$ cat src/rtl/core/spn_block_chained_hash_macros.svh
// ----------------------------------------------------------------------------
// spn_block_chained_hash assertion macros
// Concurrent check wrappers, compiled out when SYNTH is defined.
// ----------------------------------------------------------------------------
`ifndef SPN_BLOCK_CHAINED_HASH_MACROS_SVH
`define SPN_BLOCK_CHAINED_HASH_MACROS_SVH

`ifndef SYNTH
// check with reset masking
`define SPNH_ASSERT(lbl, clk, rst, prop) \
   lbl: assert property (@(posedge clk) disable iff (rst) prop) \
      else $error("spnh assertion failed");
// check that also holds during reset
`define SPNH_ASSERT_ALWAYS(lbl, clk, prop) \
   lbl: assert property (@(posedge clk) prop) \
      else $error("spnh assertion failed");
`else
`define SPNH_ASSERT(lbl, clk, rst, prop)
`define SPNH_ASSERT_ALWAYS(lbl, clk, prop)
`endif

`endif

$ cat src/rtl/core/spnh_pkg.sv
// ----------------------------------------------------------------------------
// spnh_pkg
// Types, constants and cipher helper functions for the chained SPN hash.
// ----------------------------------------------------------------------------
`default_nettype none

package spnh_pkg;

   localparam int unsigned BLOCK_W   = 16;
   localparam int unsigned NIBBLES   = 4;
   localparam int unsigned ROUNDS    = 4;
   localparam int unsigned FINAL_ROT = 4;

   typedef logic [BLOCK_W-1:0] block_type;

   localparam logic [3:0] SBOX [16] = '{
      4'd14, 4'd4, 4'd13, 4'd1, 4'd2, 4'd15, 4'd11, 4'd8,
      4'd3, 4'd10, 4'd6, 4'd12, 4'd5, 4'd9, 4'd0, 4'd7
   };

   // new bit j takes old bit SRC_BIT[j]
   localparam logic [3:0] SRC_BIT [16] = '{
      4'd0, 4'd4, 4'd8, 4'd12, 4'd1, 4'd5, 4'd9, 4'd13,
      4'd2, 4'd6, 4'd10, 4'd14, 4'd3, 4'd7, 4'd11, 4'd15
   };

   // staged input word
   typedef struct packed {
      logic      valid;
      block_type message_block;
      logic      end_of_message;
   } stage_word_type;

   function automatic block_type rotr(input block_type v, input int unsigned r);
      block_type o;
      o = (v >> r) | (v << (BLOCK_W - r));
      return o;
   endfunction

   function automatic block_type substitute(input block_type v);
      block_type o;
      for (int n = 0; n < NIBBLES; n++) begin
         o[4*n +: 4] = SBOX[v[4*n +: 4]];
      end
      return o;
   endfunction

   function automatic block_type transpose(input block_type v);
      block_type o;
      for (int j = 0; j < BLOCK_W; j++) begin
         o[j] = v[SRC_BIT[j]];
      end
      return o;
   endfunction

endpackage

`default_nettype wire

$ cat src/rtl/core/spnh_req_if.sv
// ----------------------------------------------------------------------------
// spnh_req_if
// Block input channel: valid/ready with message word payload.
// ----------------------------------------------------------------------------
`default_nettype none

interface spnh_req_if;
   logic        valid;
   logic        ready;
   logic [15:0] message_block;
   logic        end_of_message;

   modport source (output valid, output message_block, output end_of_message, input ready);
   modport sink   (input valid, input message_block, input end_of_message, output ready);
endinterface

`default_nettype wire

$ cat src/rtl/core/spnh_rsp_if.sv
// ----------------------------------------------------------------------------
// spnh_rsp_if
// Digest output channel: valid/ready with digest payload.
// ----------------------------------------------------------------------------
`default_nettype none

interface spnh_rsp_if;
   logic        valid;
   logic        ready;
   logic [15:0] digest;

   modport source (output valid, output digest, input ready);
   modport sink   (input valid, input digest, output ready);
endinterface

`default_nettype wire

$ cat src/rtl/core/spnh_in_stage.sv
// ----------------------------------------------------------------------------
// spnh_in_stage
// Input register for message words; holds while the stage cannot advance.
// ----------------------------------------------------------------------------
`default_nettype none

module spnh_in_stage
   import spnh_pkg::*;
(
   input  logic           clock,
   input  logic           reset,
   spnh_req_if.sink       req_ch,
   input  logic           advance,
   output stage_word_type stage
);

   stage_word_type stage_ff;
   stage_word_type stage_in;

   assign req_ch.ready = !stage_ff.valid || advance;

   always_comb begin
      stage_in = stage_ff;
      if (req_ch.ready) begin
         stage_in.valid          = req_ch.valid;
         stage_in.message_block  = req_ch.message_block;
         stage_in.end_of_message = req_ch.end_of_message;
      end
   end

   always_ff @(posedge clock) begin
      stage_ff.message_block  <= stage_in.message_block;
      stage_ff.end_of_message <= stage_in.end_of_message;
      if (reset) begin
         stage_ff.valid <= 1'b0;
      end else begin
         stage_ff.valid <= stage_in.valid;
      end
   end

   assign stage = stage_ff;

endmodule

`default_nettype wire

$ cat src/rtl/core/spnh_cipher.sv
// ----------------------------------------------------------------------------
// spnh_cipher
// Four-round toy SPN keyed by the message word, with the key word fed forward.
// ----------------------------------------------------------------------------
`default_nettype none

module spnh_cipher
   import spnh_pkg::*;
(
   input  block_type chain_value,
   input  block_type message_block,
   output block_type next_chain
);

   block_type state;

   always_comb begin
      state = chain_value;
      for (int unsigned r = 0; r < ROUNDS; r++) begin
         state = substitute(state ^ rotr(message_block, r));
         if (r + 1 < ROUNDS) begin
            state = transpose(state);
         end else begin
            state = state ^ rotr(message_block, FINAL_ROT);
         end
      end
   end

   // feed-forward of the key word
   assign next_chain = state ^ message_block;

endmodule

`default_nettype wire

$ cat src/rtl/core/spnh_out_stage.sv
// ----------------------------------------------------------------------------
// spnh_out_stage
// Digest output register; reports when it can take a new word.
// ----------------------------------------------------------------------------
`default_nettype none

module spnh_out_stage
   import spnh_pkg::*;
(
   input  logic      clock,
   input  logic      reset,
   input  logic      load,
   input  block_type digest_in,
   output logic      free,
   spnh_rsp_if.source rsp_ch
);

   logic      valid_ff;
   logic      valid_in;
   block_type digest_ff;

   assign free = !valid_ff || rsp_ch.ready;

   always_comb begin
      priority if (load) begin
         valid_in = 1'b1;
      end else if (rsp_ch.ready) begin
         valid_in = 1'b0;
      end else begin
         valid_in = valid_ff;
      end
   end

   always_ff @(posedge clock) begin
      if (load) begin
         digest_ff <= digest_in;
      end
      if (reset) begin
         valid_ff <= 1'b0;
      end else begin
         valid_ff <= valid_in;
      end
   end

   assign rsp_ch.valid  = valid_ff;
   assign rsp_ch.digest = digest_ff;

endmodule

`default_nettype wire

$ cat src/rtl/core/spn_block_chained_hash.sv
// ----------------------------------------------------------------------------
// spn_block_chained_hash
// Chained 16-bit hash over message words using a four-round toy SPN cipher.
// ----------------------------------------------------------------------------
// Each accepted word is the key of a small SPN cipher that encrypts the
// running chain value; the word is XORed back onto the cipher output to form
// the new chain value. A word flagged end_of_message produces one digest word
// on rsp_ch and the chain returns to initial_value; other words produce
// nothing. Throughput is one word per clock: a word sits in the input
// register while the whole cipher is evaluated from it, and the result is
// registered into the chain register (and the digest register for a last
// word), so the next word can follow right behind. A digest passes through
// the input register and then the digest register. The only stall source
// is a full digest register: a last word waits in the input register until
// the digest ahead of it is taken. Writing csr_wr_data (csr_wr_en high) sets
// initial_value and reloads the chain at once; write it only while idle.
// ----------------------------------------------------------------------------
`default_nettype none

`include "spn_block_chained_hash_macros.svh"

module spn_block_chained_hash
   import spnh_pkg::*;
(
   input  logic        clock,
   input  logic        reset,
   spnh_req_if.sink    req_ch,
   spnh_rsp_if.source  rsp_ch,
   input  logic        csr_wr_en,
   input  logic [15:0] csr_wr_data
);

   stage_word_type stage;
   logic           advance;
   logic           out_free;
   logic           step;
   logic           emit;

   block_type initial_ff;
   block_type chain_ff;
   block_type chain_in;
   block_type cipher_out;

   // input register
   spnh_in_stage u_in_stage (
      .clock   (clock),
      .reset   (reset),
      .req_ch  (req_ch),
      .advance (advance),
      .stage   (stage)
   );

   // one full cipher pass per cycle
   spnh_cipher u_cipher (
      .chain_value   (chain_ff),
      .message_block (stage.message_block),
      .next_chain    (cipher_out)
   );

   // a non-last word never needs the digest register
   assign advance = !stage.end_of_message || out_free;
   assign step    = stage.valid && advance;
   assign emit    = step && stage.end_of_message;

   always_comb begin
      priority if (csr_wr_en) begin
         chain_in = csr_wr_data;
      end else if (step) begin
         chain_in = stage.end_of_message ? initial_ff : cipher_out;
      end else begin
         chain_in = chain_ff;
      end
   end

   always_ff @(posedge clock) begin
      if (reset) begin
         initial_ff <= '0;
         chain_ff   <= '0;
      end else begin
         if (csr_wr_en) begin
            initial_ff <= csr_wr_data;
         end
         chain_ff <= chain_in;
      end
   end

   // digest register
   spnh_out_stage u_out_stage (
      .clock     (clock),
      .reset     (reset),
      .load      (emit),
      .digest_in (cipher_out),
      .free      (out_free),
      .rsp_ch    (rsp_ch)
   );

   // a last word that moves shows up as the digest next cycle
   `SPNH_ASSERT(a_emit_digest, clock, reset, emit |=> (rsp_ch.valid && (rsp_ch.digest == $past(cipher_out))))
   // chain follows the cipher for a mid-message word
   `SPNH_ASSERT(a_chain_step, clock, reset, (step && !stage.end_of_message && !csr_wr_en) |=> (chain_ff == $past(cipher_out)))
   // chain restarts from initial value after a digest
   `SPNH_ASSERT(a_chain_restart, clock, reset, (emit && !csr_wr_en) |=> (chain_ff == initial_ff))
   // the input register only holds back while the digest register is blocked
   `SPNH_ASSERT(a_stall_cause, clock, reset, (stage.valid && !advance) |-> (rsp_ch.valid && !rsp_ch.ready))
   // a csr write lands in both registers
   `SPNH_ASSERT(a_csr_load, clock, reset, csr_wr_en |=> ((chain_ff == $past(csr_wr_data)) && (initial_ff == $past(csr_wr_data))))

endmodule

`default_nettype wire

$ cat src/flat_wrapper.sv
// flat-port wrapper written by rule: the top's interface ports become plain ports
module spn_block_chained_hash_flat import spnh_pkg::*;
  (clock, reset, csr_wr_en, csr_wr_data, req_ch_valid, req_ch_message_block, req_ch_end_of_message, req_ch_ready, rsp_ch_valid, rsp_ch_digest, rsp_ch_ready);
  spnh_req_if req_ch_i ();
  spnh_rsp_if rsp_ch_i ();
  input  logic clock;
  input  logic reset;
  input  logic csr_wr_en;
  input  logic [15:0] csr_wr_data;
  input wire logic [$bits(req_ch_i.valid)-1:0] req_ch_valid;
  input wire logic [$bits(req_ch_i.message_block)-1:0] req_ch_message_block;
  input wire logic [$bits(req_ch_i.end_of_message)-1:0] req_ch_end_of_message;
  output wire logic [$bits(req_ch_i.ready)-1:0] req_ch_ready;
  output wire logic [$bits(rsp_ch_i.valid)-1:0] rsp_ch_valid;
  output wire logic [$bits(rsp_ch_i.digest)-1:0] rsp_ch_digest;
  input wire logic [$bits(rsp_ch_i.ready)-1:0] rsp_ch_ready;
  assign req_ch_i.valid = req_ch_valid;
  assign req_ch_i.message_block = req_ch_message_block;
  assign req_ch_i.end_of_message = req_ch_end_of_message;
  assign req_ch_ready = req_ch_i.ready;
  assign rsp_ch_valid = rsp_ch_i.valid;
  assign rsp_ch_digest = rsp_ch_i.digest;
  assign rsp_ch_i.ready = rsp_ch_ready;
  spn_block_chained_hash u_core (.clock(clock), .reset(reset), .req_ch(req_ch_i), .rsp_ch(rsp_ch_i), .csr_wr_en(csr_wr_en), .csr_wr_data(csr_wr_data));
endmodule
$ cat config.mk
export PLATFORM = sky130hd
export DESIGN_NAME = spn_block_chained_hash_flat
export DESIGN_NICKNAME = d
export VERILOG_FILES = /design/src/rtl/core/spnh_pkg.sv /design/src/rtl/core/spnh_req_if.sv /design/src/rtl/core/spnh_rsp_if.sv /design/src/rtl/core/spnh_in_stage.sv /design/src/rtl/core/spnh_cipher.sv /design/src/rtl/core/spnh_out_stage.sv /design/src/rtl/core/spn_block_chained_hash.sv /design/src/flat_wrapper.sv
export VERILOG_INCLUDE_DIRS = /design/src /design/src/rtl/core
export SDC_FILE = /design/constraint.sdc
export NUM_CORES = 1
export LEC_CHECK = 0
export ABC_CLOCK_PERIOD_IN_PS = 8200
export BUFFER_PORTS_ARGS = -buffer_cell sky130_fd_sc_hd__buf_2
export CAP_MARGIN = 5
export CELL_PAD_IN_SITES_DETAIL_PLACEMENT = 1
export CELL_PAD_IN_SITES_GLOBAL_PLACEMENT = 2
export CORE_MARGIN = 4
export CORE_UTILIZATION = 42
export CTS_CLUSTER_DIAMETER = 60
export DETAILED_ROUTE_END_ITERATION = 10
export GPL_ROUTABILITY_DRIVEN = 0
export GPL_TIMING_DRIVEN = 0
export PLACE_DENSITY = 0.84
export SYNTH_ARGS = -nofsm -noshare
export SYNTH_HDL_FRONTEND = slang
export SYNTH_SLANG_ARGS = --single-unit
$ cat constraint.sdc
create_clock -name clock -period 8.2 [get_ports clock]
set_input_delay 2.05 -clock clock [delete_from_list [all_inputs] [get_ports clock]]
set_output_delay 2.05 -clock clock [all_outputs]
set_load 0.02 [all_outputs]
Yosys cells after proc, flatten, opt, wreduce, memory -nomap -nowiden. Memories as Yosys holds them, arrays and structs flattened. Cells that the tools add are included. W data, S select, Z words.

ROM bits: 1024. Bits in registers: 67. Output and inout bits: 18. Logic and storage cells: 112. Memories kept: 16.

Memories: (name not given) (words 16, bits a word 4, read ports 1, clocked after Yosys merged registers in 0, write ports 0, RTL line spnh_pkg.sv:43) `o[4*n +: 4] = SBOX[v[4*n +: 4]];`; (name not given) (words 16, bits a word 4, read ports 1, clocked after Yosys merged registers in 0, write ports 0, RTL line spnh_pkg.sv:43); (name not given) (words 16, bits a word 4, read ports 1, clocked after Yosys merged registers in 0, write ports 0, RTL line spnh_pkg.sv:43); (name not given) (words 16, bits a word 4, read ports 1, clocked after Yosys merged registers in 0, write ports 0, RTL line spnh_pkg.sv:43); (name not given) (words 16, bits a word 4, read ports 1, clocked after Yosys merged registers in 0, write ports 0, RTL line spnh_pkg.sv:43); (name not given) (words 16, bits a word 4, read ports 1, clocked after Yosys merged registers in 0, write ports 0, RTL line spnh_pkg.sv:43); 10 more memories.

Order comparisons: 16. Mux-type cells: 37. Bitwise operators: 26. Reduce and logical (&&, ||, !) cells: 10.

Operators by type and width (number): $mux W4 (32); $xor A16 B16 Y16 (6); $ge A5 B5 Y1 const B (16); $not A4 Y5 (16); $mux W16 (3); $or A12 B16 Y16 (1); $or A13 B16 Y16 (1); $or A14 B16 Y16 (1); $or A15 B16 Y16 (1); $reduce_bool A2 Y1 (2); $logic_not A1 Y1 (3); $logic_or A1 B1 Y1 (3); $logic_and A1 B1 Y1 (2); $mux W1 (2).

Logic depth before layout (Yosys ltp). Gate-level depths: netlist of run 1.

Depth after elaboration: 25. Gate-level depth with buffers: 29. Mapped depth without buffers: 26.

Cells and area by module. From an unflattened synthesis of run 1, not the netlist that was laid out.

Cell total of the unflattened synthesis: 750. Area total of the unflattened synthesis: 7378.3 µm².

Modules (own cells, without submodules): spnh_cipher (times used 1, cells an instance 542, area each 4649.5 µm²); spn_block_chained_hash (times used 1, cells an instance 167, area each 1645.3 µm²); spnh_in_stage (times used 1, cells an instance 21, area each 556.8 µm²); spnh_out_stage (times used 1, cells an instance 20, area each 526.8 µm²).

Worst setup path after synthesis of run 1. No wires, ideal clock.

Path type: register -> register. From: register, netlist name u_core.u_in_stage.stage[1]. To: register u_core.chain_ff[8]. Required time: 8.081 ns. Path slack: 2.970 ns. Arrival time: 5.111 ns. Cell stages (with the launch flop): 25. Clock period less this slack: 5.230 ns. Setup time: 0.119 ns. Cells stage by stage: edfxtp_1 buf_4 xnor2_2 clkinv_1 ha_1 nor4_1 a21oi_1 nand3_1 inv_1 ha_1 nor4_1 a311oi_1 or3_1 and2_1 clkbuf_1 inv_1 ha_1 a21oi_1 mux2_2 xor2_1 ha_1 a2bb2oi_1 a22o_1 xnor2_1 o221a_1.

Cells in the longest elaborated chain, start to end: 25. Elaborated cells on any way between the ends: 51.

RTL lines: $xor A16 B16 Y16 (RTL line spnh_cipher.sv:20) `state = substitute(state ^ rotr(message_block, r));`; $not A4 Y5 (implied by the code) (RTL line spnh_pkg.sv:43); $mem_v2 Z16 W4; $mux W4 (implied by the code) (2 in a row) (RTL line spnh_pkg.sv:43); $xor A16 B16 Y16 (RTL line spnh_cipher.sv:20); $not A4 Y5 (implied by the code) (RTL line spnh_pkg.sv:43); $mem_v2 Z16 W4; $mux W4 (implied by the code) (2 in a row) (RTL line spnh_pkg.sv:43); [... 7 more ...]; $mem_v2 Z16 W4 (*); $mux W4 (implied by the code) (*) (2 in a row) (RTL line spnh_pkg.sv:43); $xor A16 B16 Y16 (*) (RTL line spnh_cipher.sv:24) `state = state ^ rotr(message_block, FINAL_ROT);`; $xor A16 B16 Y16 (*) (RTL line spnh_cipher.sv:30) `assign next_chain = state ^ message_block;`; net u_core.cipher_out[8] (RTL line spn_block_chained_hash.sv:42) `block_type cipher_out;`; $mux W16 (*) (RTL line spn_block_chained_hash.sv:69) `chain_in = stage.end_of_message ? initial_ff : cipher_out;`; $mux W16 (*) (RTL line spn_block_chained_hash.sv:68) `end else if (step) begin`; $mux W16 (*) (RTL line spn_block_chained_hash.sv:66) `priority if (csr_wr_en) begin`; end signal: assignment (RTL line spn_block_chained_hash.sv:83) `chain_ff <= chain_in;`; end: declaration (RTL line spn_block_chained_hash.sv:40) `block_type chain_ff;`.

The timed path passes the listed nets; every way through them passes the cells marked *. The select of a mux whose other input is x is not followed. A chain may end at the register's enable or synchronous reset.

Worst setup path in the final report of run 1.
From: register, netlist name u_core.u_in_stage.stage[5]. To: register u_core.chain_ff[8].

Cells in the longest elaborated chain, start to end: 25. Elaborated cells on any way between the ends: 51.

RTL lines (RTL line): $xor A16 B16 Y16 (spnh_cipher.sv:20); $not A4 Y5 (implied by the code) (spnh_pkg.sv:43); $mem_v2 Z16 W4; $mux W4 (implied by the code) (2 in a row) (spnh_pkg.sv:43); $xor A16 B16 Y16 (spnh_cipher.sv:20); $not A4 Y5 (implied by the code) (spnh_pkg.sv:43); $mem_v2 Z16 W4; $mux W4 (implied by the code) (2 in a row) (spnh_pkg.sv:43); [... 7 more ...]; $mem_v2 Z16 W4 (*); $mux W4 (implied by the code) (*) (2 in a row) (spnh_pkg.sv:43); $xor A16 B16 Y16 (*) (spnh_cipher.sv:24); $xor A16 B16 Y16 (*) (spnh_cipher.sv:30); net u_core.cipher_out[8] (spn_block_chained_hash.sv:42); $mux W16 (*) (spn_block_chained_hash.sv:69); $mux W16 (*) (spn_block_chained_hash.sv:68); $mux W16 (*) (spn_block_chained_hash.sv:66).

Marked as above.

==> results of run 1 <==
-- synthesized netlist by cell type (all sizes together), types with 30 or more instances --
master / count / area share
xnor2: 66 / 0.091
mux2i: 59 / 0.084
inv: 56 / 0.029
nor2: 39 / 0.021
ha: 38 / 0.066
nand2: 37 / 0.019
nor3: 35 / 0.027
dfxtp: 34 / 0.094
edfxtp: 33 / 0.14
nand3: 30 / 0.022
xor2: 30 / 0.048
-- through the flow --
stage / worst slack [ps] / utilization
3_3_place_gp: 1970 / 0.464
4_1_cts: 1700 / 0.483
6_report: 1650 / 0.483
2_1_floorplan: 2970 / -
5_1_grt: 1040 / 0.483
3_5_place_dp: 1760 / 0.464
-- cell families after synthesis --
family,count (synthesis)
DFF,67
AOI/OAI and AO/OA,181
muxes,69
adders and majority gates,38
and+or+nand+nor,237
xor gates and xnor gates,96
buffers and inverters,101
-- routing by layer --
layer | GRT usage | part of all wire | vias to the layer above
li1 | - | - | 3105
met1 | 0.300 | 0.45 | 3174
met2 | 0.395 | 0.48 | 122
met3 | 0.0355 | 0.036 | 37
met4 | 0.0891 | 0.032 | 0
met5 | 0 | 0 | -
-- final timing paths --
path                                                  from                    to  slack (ps)  cells past startpoint
worst max register to register  u_core.u_in_stage.stage[5]    u_core.chain_ff[8]        1650                     24
worst min-delay path                  u_core.initial_ff[2]  u_core.initial_ff[2]         470                      2
worst min register to register        u_core.initial_ff[2]  u_core.initial_ff[2]         470                      2
worst max-delay path            u_core.u_in_stage.stage[5]    u_core.chain_ff[8]        1650                     24
-- critical path, cell delays in order, from the launching register on --
cell and delay [ps]:
sky130_fd_sc_hd__edfxtp_1 350, sky130_fd_sc_hd__clkbuf_2 200, sky130_fd_sc_hd__xnor2_2 290, sky130_fd_sc_hd__inv_1 180, sky130_fd_sc_hd__ha_1 310, sky130_fd_sc_hd__nor3_1 200, sky130_fd_sc_hd__a211oi_1 90, sky130_fd_sc_hd__xnor2_1 520
sky130_fd_sc_hd__inv_1 250, sky130_fd_sc_hd__ha_1 280, sky130_fd_sc_hd__nor4_1 310, sky130_fd_sc_hd__a311oi_1 100, sky130_fd_sc_hd__o21ai_0 330, sky130_fd_sc_hd__and2_1 180, sky130_fd_sc_hd__clkbuf_1 220, sky130_fd_sc_hd__inv_1 130
sky130_fd_sc_hd__ha_1 310, sky130_fd_sc_hd__a21oi_1 60, sky130_fd_sc_hd__mux2_2 310, sky130_fd_sc_hd__xor2_1 610, sky130_fd_sc_hd__ha_1 360, sky130_fd_sc_hd__a2bb2oi_1 140, sky130_fd_sc_hd__a22o_1 250, sky130_fd_sc_hd__xnor2_1 260
sky130_fd_sc_hd__o221a_1 230
-- sequential cells by signal (all words and copies together), names as in the netlist --
name                              count
u_core.chain_ff                      16
u_core.initial_ff                    16
u_core.u_in_stage.stage              18
u_core.u_out_stage.rsp_ch.digest     16
u_core.u_out_stage.rsp_ch.valid       1
-- final cells by class --
type / instances / area (µm²) / share of cell area
clock inverters: 7 / 82.6 / 0.0102
well taps: 220 / 275 / 0.0342
clock buffers: 9 / 225 / 0.0279
flip-flops and latches: 67 / 1670 / 0.207
plain buffers: 42 / 269 / 0.0334
repair buffers: 54 / 270 / 0.0335
multi-input cells: 621 / 5040 / 0.626
inverters: 59 / 221 / 0.0275
-- cell usage in the layout, fill, tap and decap left out, types with 7 or more instances in the layout --
| cell type | count |
|---|---|
| sky130_fd_sc_hd__nor3_1 | 33 |
| sky130_fd_sc_hd__or4_1 | 8 |
| sky130_fd_sc_hd__o211ai_1 | 12 |
| sky130_fd_sc_hd__buf_2 | 64 |
| sky130_fd_sc_hd__xor2_1 | 19 |
| sky130_fd_sc_hd__nor4_1 | 12 |
| sky130_fd_sc_hd__clkbuf_1 | 11 |
| sky130_fd_sc_hd__mux2i_1 | 58 |
| sky130_fd_sc_hd__or3_1 | 9 |
| sky130_fd_sc_hd__xor2_2 | 11 |
| sky130_fd_sc_hd__o21a_1 | 9 |
| sky130_fd_sc_hd__mux2_2 | 7 |
| sky130_fd_sc_hd__xnor2_1 | 56 |
| sky130_fd_sc_hd__dfxtp_1 | 34 |
| sky130_fd_sc_hd__clkbuf_16 | 9 |
| sky130_fd_sc_hd__inv_2 | 8 |
| sky130_fd_sc_hd__edfxtp_1 | 33 |
| sky130_fd_sc_hd__a211oi_1 | 16 |
| sky130_fd_sc_hd__a21oi_1 | 25 |
| sky130_fd_sc_hd__nand4_1 | 20 |
| sky130_fd_sc_hd__nand3_1 | 29 |
| sky130_fd_sc_hd__nand2_1 | 37 |
| sky130_fd_sc_hd__buf_4 | 10 |
| sky130_fd_sc_hd__xnor2_2 | 10 |
| sky130_fd_sc_hd__o221a_2 | 14 |
| sky130_fd_sc_hd__ha_1 | 38 |
| sky130_fd_sc_hd__inv_1 | 48 |
| sky130_fd_sc_hd__nor2_1 | 38 |
| sky130_fd_sc_hd__o221a_1 | 10 |
| sky130_fd_sc_hd__o21ai_0 | 18 |
==> parameters.txt, run 1 <==
Parameter                              Value

Timing
  Total negative setup slack ... 0 ps
  Total count of max-transition violations in the final report ... 0
  Number of setup violations in the final report ... 0
  Portion of the clock cycle consumed by the worst path in the final layout ... 0.799
  Highest Clock Rate ... 153 MHz
  Largest clock skew in the final design ... 7.59 ps
  Actual transition at the worst max-transition pin ... a little over 900 ps
  Clock period minus worst slack ... between 6000 and 7000 ps
  Smallest hold slack ... ~470 ps
  Total count of hold-check failures in the final report ... 0
  Setup repair after global routing missed its margin ... false
  Worst max-slew margin expressed relative to the limit ... 0.393

Clock network
  Number of hold buffers added after CTS ... 0
  Clock root buffer ... sky130_fd_sc_hd__clkbuf_16
  CTS tree ... yes
  Clk Latency, worst-skew pair ... ~340 ps
  Setup Fix Bufs, Post-CTS ... 0
  Buffer depth of the longest clock path ... 2
  Resized cells post-CTS ... 0
  Clock edge transition at the registers on the reported setup and hold paths ... 60 ps
  CTS sink count ... 67
  Level count of the clock H-tree ... 3
  Total CTS buffers ... 9

Critical path
  Max Fanout on Critical Path ... 9
  Critical Path Sink Type ... flip-flop
  Critical Path AT ... about 6800 ps
  Worst Path Class, Setup ... reg -> reg
  WP data required ... between 8000 and 9000 ps
  Type of element launching the critical path ... flip-flop

Synthesis
  Cell variety after synth ... 94
  Post-Syn Area per Cell ... between 9 and 10 µm²
  Simple-Gate Fraction of Synth Area ... 0.180
  Synthesized instance count ... roughly 800
  FF+latch count, synth ... 67
  Net count of the mapped netlist ... slightly below 900
  Number of warnings issued by yosys ... 0
  Share of flip-flops with an asynchronous set or reset ... 0
  Ys flop type ... sky130_fd_sc_hd__dfxtp_1
  Number of enable flip-flop cells after synthesis ... 33
  Sequential area share after synthesis ... 0.232
  Cell area after technology mapping ... 0.00721 mm²
  Dominant combinational cell family by area after synthesis ... compound AO/OA/AOI/OAI gates
  Post-synthesis xor/xnor area fraction ... 0.139
  Adder-cell share of the synthesized area ... 0.0660
  Share of the synthesized area in compound gates (AO/OA/AOI/OAI) ... 0.214
  Mux contribution to synthesized area ... 0.101

Hold path
  Min-delay worst type ... reg -> reg

Detailed routing
  Vias ... approximately 6.4k
  Via-to-Cell Ratio ... 5.97
  # DRC ... 0
  Detailed-route wire length per cell ... 21.2 µm
  DR iter-0 viols ... about 230
  Count of antenna-violating nets left after detailed routing ... 0
  Aggregate routed wire length ... ~23000 µm
  Number of iterations in the first detailed-routing pass ... 8

Die
  Die Outline Area ... between 0.015 and 0.02 mm²
  I/O pins ... 56
  Std-Cell Rows ... between 40 and 50
  Placeable core area ... ~0.017 mm²
  Vertical die dimension ... 139 µm
  Effective utilization at floorplan ... 0.432
  Die Width ... 139 µm

Global route
  Global-route wire length before repair ... ~36000 µm
  All-layer global routing usage ... 0.233
  Residual overflow from global routing ... 0
  Via count of the first global-routing pass ... around 6.6k
  Initial antenna violation count ... 0
  Pin count of the biggest net entering global routing ... 20

Cells and area
  Share of cells above drive strength 1 ... 0.207
  # nets final ... 930
  Final Instance Area ... approximately 0.008 mm²
  Non-filler instance count after layout ... ~1.1k
  Number of fillers in the final layout ... between 1.5k and 2k
  Area Overhead vs Synth ... 11.8%
  Number of inserted diodes ... 0

Run
  Max_cap viols ... 0

Run status
  Status ... completed

Placement
  Count of buffers inserted at the top-level ports ... 54
  Dpl hpwl ... 18300 µm
  Area after detailed placement ... about 0.0078 mm²
  Number of placed instances with taps included ... about 1.1k
Power of run 1 is left out: the tool's default activity adds up to more than one toggle a clock period on the data nets, which glitch-free logic cannot reach.
==> run 2: changes to the inputs <==
--- a/config.mk
+++ b/config.mk
@@ -6,18 +6,18 @@
 export SDC_FILE = /design/constraint.sdc
 export NUM_CORES = 1
 export LEC_CHECK = 0
-export ABC_CLOCK_PERIOD_IN_PS = 8200
+export ABC_CLOCK_PERIOD_IN_PS = 5820
 export BUFFER_PORTS_ARGS = -buffer_cell sky130_fd_sc_hd__buf_2
 export CAP_MARGIN = 5
 export CELL_PAD_IN_SITES_DETAIL_PLACEMENT = 1
 export CELL_PAD_IN_SITES_GLOBAL_PLACEMENT = 2
 export CORE_MARGIN = 4
-export CORE_UTILIZATION = 42
+export CORE_UTILIZATION = 35
 export CTS_CLUSTER_DIAMETER = 60
 export DETAILED_ROUTE_END_ITERATION = 10
 export GPL_ROUTABILITY_DRIVEN = 0
 export GPL_TIMING_DRIVEN = 0
-export PLACE_DENSITY = 0.84
+export PLACE_DENSITY = 0.75
 export SYNTH_ARGS = -nofsm -noshare
 export SYNTH_HDL_FRONTEND = slang
 export SYNTH_SLANG_ARGS = --single-unit
==> constraint.sdc (replaced) <==
create_clock -name clock -period 5.82 [get_ports clock]
set_input_delay 1.455 -clock clock [delete_from_list [all_inputs] [get_ports clock]]
set_output_delay 1.455 -clock clock [all_outputs]
set_load 0.02 [all_outputs]
==> parameters.txt, run 2 (synthesis gave the netlist of run 1 again) <==
Parameter                              Value

Cells and area
  Largest register FFs ... 18 (unchanged)
  Number of fillers in the final layout ... 2323 (+18%)
  Area Overhead vs Synth ... 19.0%
  Commonest cells after routing, fill and taps aside ... 65 x sky130_fd_sc_hd__buf_2, 55 x sky130_fd_sc_hd__mux2i_1, 47 x sky130_fd_sc_hd__xnor2_1
  Number of inserted diodes ... 0 (unchanged)
  Most common library cell in the layout ignoring fill and taps ... sky130_fd_sc_hd__buf_2
  # nets final ... 951 (+2.3%)
  Seq. cell area ... 0.00167 mm² (unchanged)
  Share of cells above drive strength 1 ... 0.268 (+0.0610)
  Area of combinational cells with multiple inputs ... 0.00535 mm² (+6.0%)

Timing
  Total count of max-transition violations in the final report ... 0 (unchanged)
  Largest clock skew in the final design ... 12.4 ps (+4.79 ps)
  Highest Clock Rate ... 178 MHz (+17%)
  Total count of hold-check failures in the final report ... 0 (unchanged)
  Actual transition at the worst max-transition pin ... 921 ps (+12.8 ps)
  Worst max-slew margin expressed relative to the limit ... 0.384 (-0.00858)
  Total negative setup slack ... 0 ps (unchanged)
  Clock period minus worst slack ... 5620 ps (-929 ps)
  Number of setup violations in the final report ... 0 (unchanged)
  Portion of the clock cycle consumed by the worst path in the final layout ... 0.966 (+0.167)

Detailed routing
  Aggregate routed wire length ... 24600 µm (+7.6%)
  # DRC ... 0 (unchanged)
  Vias ... 6585 (+2.3%)
  Detailed-route wire length per cell ... 21.4 µm (+0.94%)
  Via-to-Cell Ratio ... 5.73 (-4.0%)
  Number of iterations in the first detailed-routing pass ... 4 (-4)
  Count of antenna-violating nets left after detailed routing ... 0 (unchanged)
  DR iter-0 viols ... 265 (+16%)

Critical path
  R2R Path Start ... u_core.u_in_stage.stage[6]
  Chain of cells forming the critical path ... buf_6 -> xor2_4 -> ha_4 -> inv_1 -> mux2_1 -> a221oi_4 -> xnor2_4 -> inv_2 -> buf_4 -> ha_1 -> nor2b_1 -> o211ai_1 -> and4_1 -> and4_1 -> buf_4 -> mux2i_1 -> mux2i_1 -> xnor2_2 -> inv_1 -> ha_1 -> or2_2 -> a32oi_1 -> xnor2_1 -> o221a_1
  WP data required ... 6040 ps (-2440 ps)
  Critical Path AT ... 5840 ps (-990 ps)
  Type of element launching the critical path ... flip-flop
  Critical path depth in cells ... 24 (unchanged)
  CP delay by family, top ... compound AO/OA/AOI/OAI gates
  Slowest stage cell on the critical path ... sky130_fd_sc_hd__a221oi_4
  Reg2Reg Depth ... 24 (unchanged)
  Max Fanout on Critical Path ... 10 (+1)
  Slack of the worst reg-to-reg path ... 200 ps (-1450 ps)
  Combined buffer and inverter count along the critical path ... 6 (+1)
  Critical Path Sink Type ... flip-flop
  Worst Path Class, Setup ... reg -> reg
  Critical R2R Capture ... u_core.chain_ff[10]
  Largest stage delay on the critical path ... 460 ps (-150 ps)

Hold path
  Min-delay worst type ... reg -> reg
  Hold path startpoint ... u_core.initial_ff[2]
  Depth of the worst hold-timing path ... 2 (unchanged)
  Sink of the worst hold path ... u_core.initial_ff[2]

Clock network
  Clock edge transition at the registers on the reported setup and hold paths ... 60 ps (about the same)
  Number of hold buffers added after CTS ... 0 (unchanged)
  Total CTS buffers ... 9 (unchanged)
  Clock root buffer ... sky130_fd_sc_hd__clkbuf_16
  CTS tree ... yes
  Clk Latency, worst-skew pair ... 340 ps (about the same)
  CTS sink count ... 67 (unchanged)
  Level count of the clock H-tree ... 3 (unchanged)
  Buffer depth of the longest clock path ... 2 (unchanged)

Global route
  Initial antenna violation count ... 0 (unchanged)
  Global-route wire length before repair ... 37000 µm (+2.4%)
  All-layer global routing usage ... 0.210 (-0.0232)
  Via count of the first global-routing pass ... 6574 (-0.87%)
  Pin count of the biggest net entering global routing ... 20 (unchanged)
  Residual overflow from global routing ... 0 (unchanged)

Die
  Std-Cell Rows ... 52 (+11%)
  Die Width ... 151 µm (+9.0%)
  Effective utilization at floorplan ... 0.356 (-0.0754)
  Vertical die dimension ... 151 µm (+9.0%)
  Placeable core area ... 0.0202 mm² (+21%)
  I/O pins ... 56 (unchanged)
  Die Outline Area ... 0.0230 mm² (+19%)

Run status
  Status ... completed

Placement
  Count of buffers inserted at the top-level ports ... 54 (unchanged)
  Dpl hpwl ... 19100 µm (+4.1%)

Run
  Max_cap viols ... 0 (unchanged)
-- run 2: final cells by class --
type,count,share of cell area
inverters,59,0.0261
repair buffers,76,0.0508
plain buffers,41,0.0314
flip-flops and latches,67,0.195
well taps,270,0.0394
clock buffers,10,0.0267
multi-input cells,621,0.623
clock inverters,6,0.00758
-- run 2: worst max-delay path by stage --
stage | start | to | slack [ps]
finish | u_core.u_in_stage.stage[6] | u_core.chain_ff[10] | 200
CTS | u_core.u_in_stage.stage[5] | u_core.chain_ff[5] | 5
floorplan | u_core.u_in_stage.stage[1] | u_core.chain_ff[8] | 590
detailed placement | u_core.u_in_stage.stage[1] | u_core.chain_ff[2] | -820
global placement | u_core.u_in_stage.stage[1] | u_core.chain_ff[2] | -570
global route | u_core.u_in_stage.stage[9] | u_core.chain_ff[5] | -7
-- run 2: worst min-delay path: cells and delay by family, from the launching register on --
kind / cells / cell delay (ps)
DFF: 1 / 300
and+or+nand+nor: 1 / 60
AOI/OAI and AO/OA: 1 / 60
-- run 2: what timing repair did --
item	in CTS	in global routing
resized for setup	22	30
buffers inserted	6	16
pin swaps	5	16
endpoints found under the setup margin	32	32
-- run 2: layer usage --
| layer | wire, µm | vias up | GRT usage |
|---|---|---|---|
| met5 | 0 | - | 0 |
| met2 | 12200 | 117 | 0.367 |
| met3 | 857 | 35 | 0.0291 |
| met4 | 745 | 0 | 0.0624 |
| li1 | - | 3146 | - |
| met1 | 10800 | 3287 | 0.269 |
-- run 2: through the flow --
step                instances  setup slack (ps)  cell area [µm²]  hold WS [ps]   util
detailed placement       1113              -819             7820           464  0.386
floorplan                 789               590             7210           441      -
global placement         1113              -574             7820           453  0.386
global route             1150             -6.54             8580           486  0.424
finish                   1150               199             8580           466  0.424
CTS                      1134              4.58             8300           472  0.410
Power of run 2 is left out for the same reason.
